## config.mk

```make
export PLATFORM = sky130hd
export DESIGN_NAME = crc_framed_packet_builder
export DESIGN_NICKNAME = d
export VERILOG_FILES = /design/src/rtl/cfp_pkg.sv /design/src/rtl/cfp_front.sv /design/src/rtl/cfp_queue.sv /design/src/rtl/cfp_back.sv /design/src/rtl/crc_framed_packet_builder.sv
export SDC_FILE = /design/constraint.sdc
export NUM_CORES = 1
export LEC_CHECK = 0
export CELL_PAD_IN_SITES_DETAIL_PLACEMENT = 0
export CELL_PAD_IN_SITES_GLOBAL_PLACEMENT = 2
export CORE_UTILIZATION = 51
export CTS_CLUSTER_SIZE = 30
export DETAILED_ROUTE_END_ITERATION = 7
export DONT_BUFFER_PORTS = 1
export GPL_ROUTABILITY_DRIVEN = 0
export GPL_TIMING_DRIVEN = 0
export PLACE_DENSITY_LB_ADDON = 0.08
export SETUP_SLACK_MARGIN = 0.02
export SYNTH_ARGS = -nofsm -noshare
export SYNTH_HDL_FRONTEND = slang
export SYNTH_SLANG_ARGS = --single-unit
```

## constraint.sdc

```tcl
create_clock -name i_clk -period 7 [get_ports i_clk]
set_input_delay 0.35 -clock i_clk [delete_from_list [all_inputs] [get_ports i_clk]]
set_output_delay 0.35 -clock i_clk [all_outputs]
set_load 0.05 [all_outputs]
```

## src/rtl/cfp_pkg.sv

```systemverilog
// cfp_pkg: shared types, constants and the CRC-16 byte update for the packet framer.
// Used by every module under crc_framed_packet_builder. No dependencies.
package cfp_pkg;

    // Input item kinds
    localparam logic KIND_START   = 1'b0;
    localparam logic KIND_PAYLOAD = 1'b1;

    // Configuration register indexes
    localparam logic [1:0] REG_START_MAGIC_FIRST  = 2'd0;
    localparam logic [1:0] REG_START_MAGIC_SECOND = 2'd1;
    localparam logic [1:0] REG_END_MAGIC_FIRST    = 2'd2;
    localparam logic [1:0] REG_END_MAGIC_SECOND   = 2'd3;

    // Serialiser step numbers: header 0..10, trailer 11..14
    localparam logic [3:0] STEP_FIRST     = 4'd0;
    localparam logic [3:0] STEP_HDR_END   = 4'd10;
    localparam logic [3:0] STEP_CRC_HI    = 4'd11;
    localparam logic [3:0] STEP_CRC_LO    = 4'd12;
    localparam logic [3:0] STEP_END_FIRST = 4'd13;
    localparam logic [3:0] STEP_LAST      = 4'd14;

    // CRC-16/CCITT-FALSE
    localparam logic [15:0] CRC_INIT = 16'hFFFF;
    localparam logic [15:0] CRC_POLY = 16'h1021;

    typedef struct packed {
        logic        kind;
        logic [7:0]  frame_type;
        logic [15:0] seq_num;
        logic [31:0] time_stamp;
        logic [15:0] frame_length;
        logic [7:0]  data_byte;
    } t_in_item;

    typedef struct packed {
        logic [7:0] out_byte;
        logic       last_of_frame;
    } t_out_item;

    // Command passed from the front end to the serialiser
    typedef struct packed {
        logic        is_payload;   // single payload byte, else a header
        logic        trailer;      // close the frame after this command
        logic [7:0]  frame_type;
        logic [15:0] seq_num;
        logic [31:0] time_stamp;
        logic [15:0] frame_length;
        logic [7:0]  data_byte;
    } t_cmd;

    typedef struct packed {
        logic [7:0] start_first;
        logic [7:0] start_second;
        logic [7:0] end_first;
        logic [7:0] end_second;
    } t_magic;

    // One byte through the MSB-first CRC, bit at a time
    function automatic logic [15:0] crc_update(input logic [15:0] crc, input logic [7:0] b);
        logic [15:0] c;
        c = crc ^ {b, 8'h00};
        for (int k = 0; k < 8; k++) begin
            if (c[15]) begin
                c = {c[14:0], 1'b0} ^ CRC_POLY;
            end else begin
                c = {c[14:0], 1'b0};
            end
        end
        return c;
    endfunction

endpackage

```

## src/rtl/cfp_front.sv

```systemverilog
// cfp_front: accepts input items, tracks the open frame and turns them into commands.
// Depends on cfp_pkg. Feeds cfp_queue.
module cfp_front (
    input  logic              i_clk,
    input  logic              i_rst_n,
    input  logic              i_in_valid,
    output logic              o_in_ready,
    input  cfp_pkg::t_in_item i_in_data,
    input  logic              i_q_full,
    output logic              o_push,
    output cfp_pkg::t_cmd     o_cmd
);

    logic        r_open;
    logic        n_open;
    logic [15:0] r_left;
    logic [15:0] n_left;
    logic        accept;
    logic        is_start;
    logic        len_zero;
    logic        last_payload;

    assign o_in_ready   = !i_q_full;
    assign accept       = i_in_valid && !i_q_full;
    assign is_start     = (i_in_data.kind == cfp_pkg::KIND_START);
    assign len_zero     = (i_in_data.frame_length == 16'd0);
    assign last_payload = (r_left == 16'd1);

    // Classify: starts only when closed, payload only when open; others dropped
    always_comb begin
        n_open = r_open;
        n_left = r_left;
        o_push = 1'b0;
        o_cmd  = '0;
        o_cmd.frame_type   = i_in_data.frame_type;
        o_cmd.seq_num      = i_in_data.seq_num;
        o_cmd.time_stamp   = i_in_data.time_stamp;
        o_cmd.frame_length = i_in_data.frame_length;
        o_cmd.data_byte    = i_in_data.data_byte;
        if (accept) begin
            if (is_start && !r_open) begin
                o_push           = 1'b1;
                o_cmd.is_payload = 1'b0;
                o_cmd.trailer    = len_zero;
                n_open           = !len_zero;
                n_left           = i_in_data.frame_length;
            end else if (!is_start && r_open) begin
                o_push           = 1'b1;
                o_cmd.is_payload = 1'b1;
                o_cmd.trailer    = last_payload;
                n_left           = r_left - 16'd1;
                n_open           = !last_payload;
            end
        end
    end

    always_ff @(posedge i_clk) begin
        if (!i_rst_n) begin
            r_open <= 1'b0;
            r_left <= 16'd0;
        end else begin
            r_open <= n_open;
            r_left <= n_left;
        end
    end

endmodule

```

## src/rtl/cfp_queue.sv

```systemverilog
// cfp_queue: small command FIFO between the front end and the serialiser.
// Depends on cfp_pkg for the command type.
module cfp_queue #(
    parameter int DEPTH = 4
) (
    input  logic          i_clk,
    input  logic          i_rst_n,
    input  logic          i_push,
    input  cfp_pkg::t_cmd i_cmd,
    output logic          o_full,
    input  logic          i_pop,
    output logic          o_valid,
    output cfp_pkg::t_cmd o_cmd
);

    localparam int PW = (DEPTH > 1) ? $clog2(DEPTH) : 1;
    localparam int CW = $clog2(DEPTH + 1);
    localparam logic [PW-1:0] PTR_MAX = PW'(DEPTH - 1);
    localparam logic [CW-1:0] CNT_MAX = CW'(DEPTH);

    cfp_pkg::t_cmd r_mem [DEPTH];
    logic [PW-1:0] r_wr_ptr;
    logic [PW-1:0] r_rd_ptr;
    logic [CW-1:0] r_count;
    logic [CW-1:0] n_count;

    assign o_full  = (r_count == CNT_MAX);
    assign o_valid = (r_count != '0);
    assign o_cmd   = r_mem[r_rd_ptr];

    // Storage, no reset needed
    always_ff @(posedge i_clk) begin
        if (i_push) begin
            r_mem[r_wr_ptr] <= i_cmd;
        end
    end

    // Pointers and fill level
    always_comb begin
        n_count = r_count;
        if (i_push && !i_pop) begin
            n_count = r_count + CW'(1);
        end else if (!i_push && i_pop) begin
            n_count = r_count - CW'(1);
        end
    end

    always_ff @(posedge i_clk) begin
        if (!i_rst_n) begin
            r_wr_ptr <= '0;
            r_rd_ptr <= '0;
            r_count  <= '0;
        end else begin
            if (i_push) begin
                r_wr_ptr <= (r_wr_ptr == PTR_MAX) ? '0 : r_wr_ptr + PW'(1);
            end
            if (i_pop) begin
                r_rd_ptr <= (r_rd_ptr == PTR_MAX) ? '0 : r_rd_ptr + PW'(1);
            end
            r_count <= n_count;
        end
    end

    a_no_pop_empty: assert property (@(posedge i_clk) disable iff (!i_rst_n)
        i_pop |-> (r_count != '0))
        else $error("queue popped while empty");

    a_no_push_full: assert property (@(posedge i_clk) disable iff (!i_rst_n)
        i_push |-> (r_count != CNT_MAX))
        else $error("queue pushed while full");

    a_count_bound: assert property (@(posedge i_clk) disable iff (!i_rst_n)
        r_count <= CNT_MAX)
        else $error("queue fill level out of range");

endmodule

```

## src/rtl/cfp_back.sv

```systemverilog
// cfp_back: serialiser; steps through header, payload and trailer bytes, runs the CRC,
// and drives the output register. Depends on cfp_pkg.
module cfp_back (
    input  logic               i_clk,
    input  logic               i_rst_n,
    input  cfp_pkg::t_magic    i_magic,
    input  logic               i_q_valid,
    input  cfp_pkg::t_cmd      i_q_cmd,
    output logic               o_pop,
    output logic               o_out_valid,
    input  logic               i_out_ready,
    output cfp_pkg::t_out_item o_out_data
);

    cfp_pkg::t_cmd      r_cmd;
    logic               r_busy;
    logic [3:0]         r_step;
    logic [15:0]        r_crc;
    logic               r_out_valid;
    cfp_pkg::t_out_item r_out_data;

    logic        load;
    logic        fire;
    logic        step_done;
    logic        covered;
    logic        is_last;
    logic [7:0]  cur_byte;
    logic [15:0] crc_base;
    logic [3:0]  n_step;

    assign load    = !r_out_valid || i_out_ready;
    assign fire    = r_busy && load;
    assign covered = (r_step <= cfp_pkg::STEP_HDR_END);
    assign is_last = (r_step == cfp_pkg::STEP_LAST);

    // End of the current command
    always_comb begin
        if (r_cmd.trailer) begin
            step_done = is_last;
        end else if (r_cmd.is_payload) begin
            step_done = (r_step == cfp_pkg::STEP_FIRST);
        end else begin
            step_done = (r_step == cfp_pkg::STEP_HDR_END);
        end
    end

    assign o_pop = i_q_valid && (!r_busy || (fire && step_done));

    // Payload skips straight from its byte to the trailer
    assign n_step = (r_cmd.is_payload && r_step == cfp_pkg::STEP_FIRST)
                    ? cfp_pkg::STEP_CRC_HI : r_step + 4'd1;

    // Byte select
    always_comb begin
        unique case (r_step)
            4'd0:  cur_byte = r_cmd.is_payload ? r_cmd.data_byte : i_magic.start_first;
            4'd1:  cur_byte = i_magic.start_second;
            4'd2:  cur_byte = r_cmd.frame_type;
            4'd3:  cur_byte = r_cmd.seq_num[15:8];
            4'd4:  cur_byte = r_cmd.seq_num[7:0];
            4'd5:  cur_byte = r_cmd.time_stamp[31:24];
            4'd6:  cur_byte = r_cmd.time_stamp[23:16];
            4'd7:  cur_byte = r_cmd.time_stamp[15:8];
            4'd8:  cur_byte = r_cmd.time_stamp[7:0];
            4'd9:  cur_byte = r_cmd.frame_length[15:8];
            4'd10: cur_byte = r_cmd.frame_length[7:0];
            4'd11: cur_byte = r_crc[15:8];
            4'd12: cur_byte = r_crc[7:0];
            4'd13: cur_byte = i_magic.end_first;
            4'd14: cur_byte = i_magic.end_second;
            default: cur_byte = 8'h00;
        endcase
    end

    // A header restarts the CRC at its first byte
    assign crc_base = (!r_cmd.is_payload && r_step == cfp_pkg::STEP_FIRST)
                      ? cfp_pkg::CRC_INIT : r_crc;

    // Command register and step counter
    always_ff @(posedge i_clk) begin
        if (o_pop) begin
            r_cmd <= i_q_cmd;
        end
    end

    always_ff @(posedge i_clk) begin
        if (!i_rst_n) begin
            r_busy <= 1'b0;
            r_step <= cfp_pkg::STEP_FIRST;
            r_crc  <= cfp_pkg::CRC_INIT;
        end else begin
            if (o_pop) begin
                r_busy <= 1'b1;
                r_step <= cfp_pkg::STEP_FIRST;
            end else if (fire && step_done) begin
                r_busy <= 1'b0;
            end else if (fire) begin
                r_step <= n_step;
            end
            if (fire) begin
                if (is_last) begin
                    r_crc <= cfp_pkg::CRC_INIT;
                end else if (covered) begin
                    r_crc <= cfp_pkg::crc_update(crc_base, cur_byte);
                end
            end
        end
    end

    // Output register: one transfer per cycle when the sink keeps up
    always_ff @(posedge i_clk) begin
        if (!i_rst_n) begin
            r_out_valid <= 1'b0;
        end else if (fire) begin
            r_out_valid <= 1'b1;
        end else if (i_out_ready) begin
            r_out_valid <= 1'b0;
        end
    end

    always_ff @(posedge i_clk) begin
        if (fire) begin
            r_out_data.out_byte      <= cur_byte;
            r_out_data.last_of_frame <= is_last;
        end
    end

    assign o_out_valid = r_out_valid;
    assign o_out_data  = r_out_data;

    a_step_range: assert property (@(posedge i_clk) disable iff (!i_rst_n)
        r_busy |-> (r_step <= cfp_pkg::STEP_LAST))
        else $error("serialiser step out of range");

    a_payload_steps: assert property (@(posedge i_clk) disable iff (!i_rst_n)
        (r_busy && r_cmd.is_payload) |->
            (r_step == cfp_pkg::STEP_FIRST || r_step >= cfp_pkg::STEP_CRC_HI))
        else $error("payload command inside header steps");

    a_crc_restart: assert property (@(posedge i_clk) disable iff (!i_rst_n)
        (fire && is_last) |=> (r_crc == cfp_pkg::CRC_INIT))
        else $error("CRC not restarted after frame end");

endmodule

```

## src/rtl/crc_framed_packet_builder.sv

```systemverilog
// crc_framed_packet_builder: top level of the CRC-16 packet framer.
// Depends on cfp_pkg, cfp_front, cfp_queue and cfp_back.
//
//  channel | direction | handshake                   | payload
//  --------+-----------+-----------------------------+---------------------
//  in      | sink      | i_in_valid / o_in_ready     | i_in_data  (t_in_item)
//  out     | source    | o_out_valid / i_out_ready   | o_out_data (t_out_item)
//  cfg     | sink      | i_cfg_wr_en, no wait        | i_cfg_index, i_cfg_wdata
//
// A payload byte is one output byte, so payload streams at one item per cycle while
// the sink keeps up. A start item yields 11 header bytes (15 if the length is zero)
// and a closing payload byte yields 5.
// Input is taken while the command queue (QUEUE_DEPTH entries) has room; the output
// register holds a byte until the sink takes it. Reset is synchronous, active low,
// and clears the frame tracking, queue, serialiser and magic registers.
module crc_framed_packet_builder #(
    parameter int QUEUE_DEPTH = 4
) (
    input  logic               i_clk,
    input  logic               i_rst_n,
    input  logic               i_in_valid,
    output logic               o_in_ready,
    input  cfp_pkg::t_in_item  i_in_data,
    output logic               o_out_valid,
    input  logic               i_out_ready,
    output cfp_pkg::t_out_item o_out_data,
    input  logic               i_cfg_wr_en,
    input  logic [1:0]         i_cfg_index,
    input  logic [7:0]         i_cfg_wdata
);

    cfp_pkg::t_magic r_magic;
    cfp_pkg::t_cmd   push_cmd;
    cfp_pkg::t_cmd   q_cmd;
    logic            push;
    logic            q_full;
    logic            q_valid;
    logic            pop;

    // Magic byte registers
    always_ff @(posedge i_clk) begin
        if (!i_rst_n) begin
            r_magic <= '0;
        end else if (i_cfg_wr_en) begin
            unique case (i_cfg_index)
                cfp_pkg::REG_START_MAGIC_FIRST:  r_magic.start_first  <= i_cfg_wdata;
                cfp_pkg::REG_START_MAGIC_SECOND: r_magic.start_second <= i_cfg_wdata;
                cfp_pkg::REG_END_MAGIC_FIRST:    r_magic.end_first    <= i_cfg_wdata;
                cfp_pkg::REG_END_MAGIC_SECOND:   r_magic.end_second   <= i_cfg_wdata;
                default: ;
            endcase
        end
    end

    cfp_front u_front (
        .i_clk      (i_clk),
        .i_rst_n    (i_rst_n),
        .i_in_valid (i_in_valid),
        .o_in_ready (o_in_ready),
        .i_in_data  (i_in_data),
        .i_q_full   (q_full),
        .o_push     (push),
        .o_cmd      (push_cmd)
    );

    cfp_queue #(
        .DEPTH (QUEUE_DEPTH)
    ) u_queue (
        .i_clk   (i_clk),
        .i_rst_n (i_rst_n),
        .i_push  (push),
        .i_cmd   (push_cmd),
        .o_full  (q_full),
        .i_pop   (pop),
        .o_valid (q_valid),
        .o_cmd   (q_cmd)
    );

    cfp_back u_back (
        .i_clk       (i_clk),
        .i_rst_n     (i_rst_n),
        .i_magic     (r_magic),
        .i_q_valid   (q_valid),
        .i_q_cmd     (q_cmd),
        .o_pop       (pop),
        .o_out_valid (o_out_valid),
        .i_out_ready (i_out_ready),
        .o_out_data  (o_out_data)
    );

endmodule

```

==> impl_metrics.xml <==
<?xml version="1.0" encoding="UTF-8"?>
<metrics>
  <group name="sta">
    <metric name="clock.fmax" unit="MHz">233.7</metric>
    <metric name="post-route-period-util" unit="%">61.12</metric>
    <metric name="final_setup_tns" unit="ps">0</metric>
    <metric name="grt_setup_unrepaired" unit="">false</metric>
    <metric name="timing.max_slew.rel_slack" unit="%">14.04</metric>
    <metric name="max_slew.worst_pin.slew" unit="ps">1287</metric>
    <metric name="finClkSkew" unit="ps">19.61</metric>
    <metric name="final-max-slew-violation-count" unit="">0</metric>
    <metric name="timing.final.hold_violations" unit="">0</metric>
    <metric name="layout_min_cycle_time" unit="ps">4278</metric>
    <metric name="setup_violation_total_in_the_final_timing_report" unit="">0</metric>
    <metric name="whs" unit="ps">40.01</metric>
  </group>
  <group name="yosys">
    <metric name="yosys.cell_count.top_type" unit="">sky130_fd_sc_hd__edfxtp_1</metric>
    <metric name="synth_top_cell_by_area" unit="">sky130_fd_sc_hd__edfxtp_1</metric>
    <metric name="ys_dominant_reg_cell" unit="">sky130_fd_sc_hd__edfxtp_1</metric>
    <metric name="proportion_of_synthesized_chip_area_in_sequential_cells" unit="%">71.26</metric>
    <metric name="synthDistinctLibCells" unit="">62</metric>
    <metric name="yosys_reg_bits" unit="">497</metric>
    <metric name="yosys.area_share.xor_xnor" unit="%">1.286</metric>
    <metric name="synth_cells" unit="">1154</metric>
    <metric name="share_of_synthesized_cell_area_in_full_adder_half_adder_and_majority_cells" unit="%">0.9834</metric>
    <metric name="fraction_of_the_mapped_netlist_area_in_simple_logic_gates" unit="%">6.525</metric>
    <metric name="syn_avg_cell_area" unit="µm²">17.20</metric>
    <metric name="synthesis.area" unit="µm²">19850</metric>
    <metric name="ys_async_sr_fraction" unit="%">0</metric>
    <metric name="top_area_cells_in_the_synthesized_netlist" unit="">sky130_fd_sc_hd__edfxtp_1 63%, sky130_fd_sc_hd__mux4_2 9.3%, sky130_fd_sc_hd__dfxtp_1 7.9%, sky130_fd_sc_hd__mux2i_1 2.9%, sky130_fd_sc_hd__nor2b_1 1.5%</metric>
    <metric name="yosys.area.top_type_share" unit="%">63.39</metric>
    <metric name="postSynthNetCount" unit="">1265</metric>
    <metric name="main_combinational_cell_family_by_area_after_synthesis" unit="">multiplexers</metric>
    <metric name="synth_warnings" unit="">0</metric>
    <metric name="top_cells_by_count_synth" unit="">419 x sky130_fd_sc_hd__edfxtp_1, 82 x sky130_fd_sc_hd__mux4_2, 78 x sky130_fd_sc_hd__dfxtp_1</metric>
    <metric name="synth_enable_flop_cells" unit="">419</metric>
    <metric name="synthMuxAreaShare" unit="%">12.35</metric>
    <metric name="synth_compound_area_share" unit="%">5.875</metric>
  </group>
  <group name="worst_setup_path">
    <metric name="cp_num_buf_inv" unit="">5</metric>
    <metric name="crit_path_max_fanout" unit="">10</metric>
    <metric name="largest_stage_delay_worst_path" unit="ps">510</metric>
    <metric name="worstPathCellList" unit="">nor2_1, nand2_1, nand2_1, or2_2, clkbuf_1, clkinv_1, clkbuf_1, clkbuf_1, ha_1, inv_1, fa_1, xor2_1, or3_1, a21boi_0</metric>
    <metric name="cpLargestDelayFamily" unit="">buffers and inverters</metric>
    <metric name="worst_path_max_delay_cell" unit="">sky130_fd_sc_hd__nand2_1</metric>
    <metric name="crit_path_start_kind" unit="">flop</metric>
    <metric name="setup.worst_path.end_class" unit="">flop</metric>
    <metric name="critical_path_arrival" unit="ps">4790</metric>
    <metric name="cp_data_required_time" unit="ps">7510</metric>
    <metric name="worst_path_most_repeated_cell" unit="">sky130_fd_sc_hd__clkbuf_1</metric>
    <metric name="timing.setup.critical_path_class" unit="">flop to flop</metric>
  </group>
  <group name="cells_and_area">
    <metric name="multi_input_combinational_cell_area" unit="µm²">5373</metric>
    <metric name="seqCellArea" unit="µm²">14140</metric>
    <metric name="syn_to_final_growth" unit="%">16.21</metric>
    <metric name="final_layout_size_suffix_gt1_share" unit="%">14.36</metric>
    <metric name="fin_nets" unit="">1410</metric>
    <metric name="layout.cell_area.non_filler" unit="µm²">23060</metric>
    <metric name="postLayoutCoreUtil" unit="%">60.66</metric>
    <metric name="fill_cells" unit="">2922</metric>
  </group>
  <group name="route">
    <metric name="drcViolationCount" unit="">0</metric>
    <metric name="detailroute.via_count" unit="">10680</metric>
    <metric name="antenna_violating_nets_post_route" unit="">0</metric>
    <metric name="post_drt_wl_per_cell" unit="µm">24.68</metric>
    <metric name="detail_route.iter0.violations" unit="">702</metric>
    <metric name="route.final.wire_length" unit="µm">45700</metric>
    <metric name="detail_route.first_pass.iterations" unit="">5</metric>
    <metric name="vias_per_cell" unit="">5.767</metric>
  </group>
  <group name="power">
    <metric name="power.density_cell_area" unit="nW/µm²">393.2</metric>
    <metric name="worst_ir_drop_vdd" unit="V">0.0002759</metric>
    <metric name="leakage" unit="nW">7.632</metric>
  </group>
  <group name="clock_network">
    <metric name="clock_latency" unit="ps">600</metric>
    <metric name="cts_tree" unit="">done</metric>
    <metric name="post_cts_buffers" unit="">0</metric>
    <metric name="cts_max_path_buffers" unit="">3</metric>
    <metric name="post_cts.resized_instances" unit="">0</metric>
    <metric name="cts.reportedPaths.clkPinSlew" unit="ps">60</metric>
    <metric name="cts_root_buf" unit="">sky130_fd_sc_hd__clkbuf_16</metric>
    <metric name="cts_made_buffers" unit="">50</metric>
    <metric name="ctsHtreeMaxLevel" unit="">2</metric>
    <metric name="clock_sink_count" unit="">497</metric>
  </group>
  <group name="outcome">
    <metric name="status" unit="">finished, final reports clean</metric>
  </group>
  <group name="floorplan">
    <metric name="area_of_the_core" unit="µm²">38020</metric>
    <metric name="die_h" unit="µm">199.3</metric>
    <metric name="initial_core_util" unit="%">52.20</metric>
    <metric name="floorplan.die_area" unit="µm²">39710</metric>
    <metric name="boundaryPins" unit="">107</metric>
    <metric name="row_count" unit="">71</metric>
    <metric name="die_width" unit="µm">199.3</metric>
  </group>
  <group name="grt">
    <metric name="grt_max_degree" unit="">45</metric>
    <metric name="grtUsageTotal" unit="%">24.14</metric>
    <metric name="first_global_vias" unit="">10780</metric>
    <metric name="grt-ovfl-total" unit="">0</metric>
    <metric name="wire_length_of_the_first_global_routing_pass" unit="µm">68660</metric>
    <metric name="antenna_found_initial" unit="">5</metric>
  </group>
  <group name="flow_run">
    <metric name="drv.max_cap_violation_count" unit="">0</metric>
  </group>
  <group name="place">
    <metric name="port_buffers" unit="">0</metric>
    <metric name="dpl_cell_area" unit="µm²">20630</metric>
    <metric name="hpwlAfterDp" unit="µm">30340</metric>
  </group>
  <group name="min_path">
    <metric name="holdCritPathClass" unit="">input port to flop</metric>
  </group>
</metrics>
-- area by class of cell --
class	count	share of cell area, %
Clock buffer	63	5.729
Multi-Input combinational cell	577	23.29
Tap cell	511	2.772
Clock inverter	27	0.9656
Antenna cell	4	0.04340
Timing Repair Buffer	93	4.383
Inverter	14	0.2387
Sequential cell	497	61.32
Buffer	66	1.253
-- what timing repair did --
item                                   4_1_cts  5_1_grt
hold buffers                                88        0
endpoints found under the hold margin      355        0
setup endpoints to repair                    0        0
-- stage by stage --
stage	setup WS, ps	cells	power [mW]
after floorplan	2558	1154	5.811
after CTS	2649	1848	9.140
after global routing	2364	1851	9.473
after detailed placement	2661	1670	6.573
final	2722	1852	9.069
after global placement	89.65	1665	6.569
-- path summary, 6_finish.rpt --
path | startpoint | endpoint | slack [ps] | cells past startpoint
worst max-delay path | u_queue.r_count[0] | u_queue.r_count[2] | 2720 | 14
worst min-delay path | i_out_ready | u_back.o_out_valid | 40 | 2
worst max register to register | u_queue.r_count[0] | u_queue.r_count[2] | 2720 | 14
worst min register to register | u_front.r_left[1] | u_front.r_left[1] | 490 | 2
-- report_power, final --
part | leakage [nW] | switching, mW | internal (mW)
clock network | 0.729 | 1.11 | 1.38
registers | 4.49 | 0.336 | 3.84
logic | 2.42 | 1.35 | 1.05
total | 7.63 | 2.79 | 6.28
-- sequential cells by signal, indices dropped and copies added (netlist names) --
name / count
u_queue.r_mem: 328
u_back.r_cmd: 82
r_magic: 32
u_back.r_crc: 16
u_front.r_left: 16
u_back.o_out_data: 9
u_back.r_step: 4
u_queue.r_count: 3
u_queue.r_rd_ptr: 2
u_queue.r_wr_ptr: 2
u_back.o_out_valid: 1
u_back.r_busy: 1
u_front.r_open: 1
-- cells in the final DEF, fill, tap and decap left out, types with 27 or more instances in the layout --
master | synthesis | routed
sky130_fd_sc_hd__nor2_1 | 44 | 44
sky130_fd_sc_hd__nor2b_1 | 48 | 48
sky130_fd_sc_hd__dfxtp_1 | 78 | 78
sky130_fd_sc_hd__clkbuf_1 | 38 | 50
sky130_fd_sc_hd__clkbuf_16 | 0 | 51
sky130_fd_sc_hd__a21oi_1 | 27 | 27
sky130_fd_sc_hd__o21ai_0 | 31 | 31
sky130_fd_sc_hd__mux4_2 | 82 | 82
sky130_fd_sc_hd__nand2_1 | 49 | 49
sky130_fd_sc_hd__dlygate4sd3_1 | 0 | 88
sky130_fd_sc_hd__mux2i_1 | 57 | 57
sky130_fd_sc_hd__edfxtp_1 | 419 | 419
-- cells by family after synthesis --
family,Yosys count
flops,497
simple gates,240
compound gates,165
mux,142
buf+inv,80
xor+xnor,15
fa+ha+maj,15
-- routing by layer --
layer / vias to the layer above / global-route usage, % / wire, µm
li1: 4874 / - / -
met1: 5457 / 36.03 / 21570
met2: 283 / 36.93 / 21060
met3: 64 / 3.949 / 2199
met4: 2 / 6.581 / 860
met5: - / 0 / 11
Note: power is estimated with default switching activity, not from simulation.
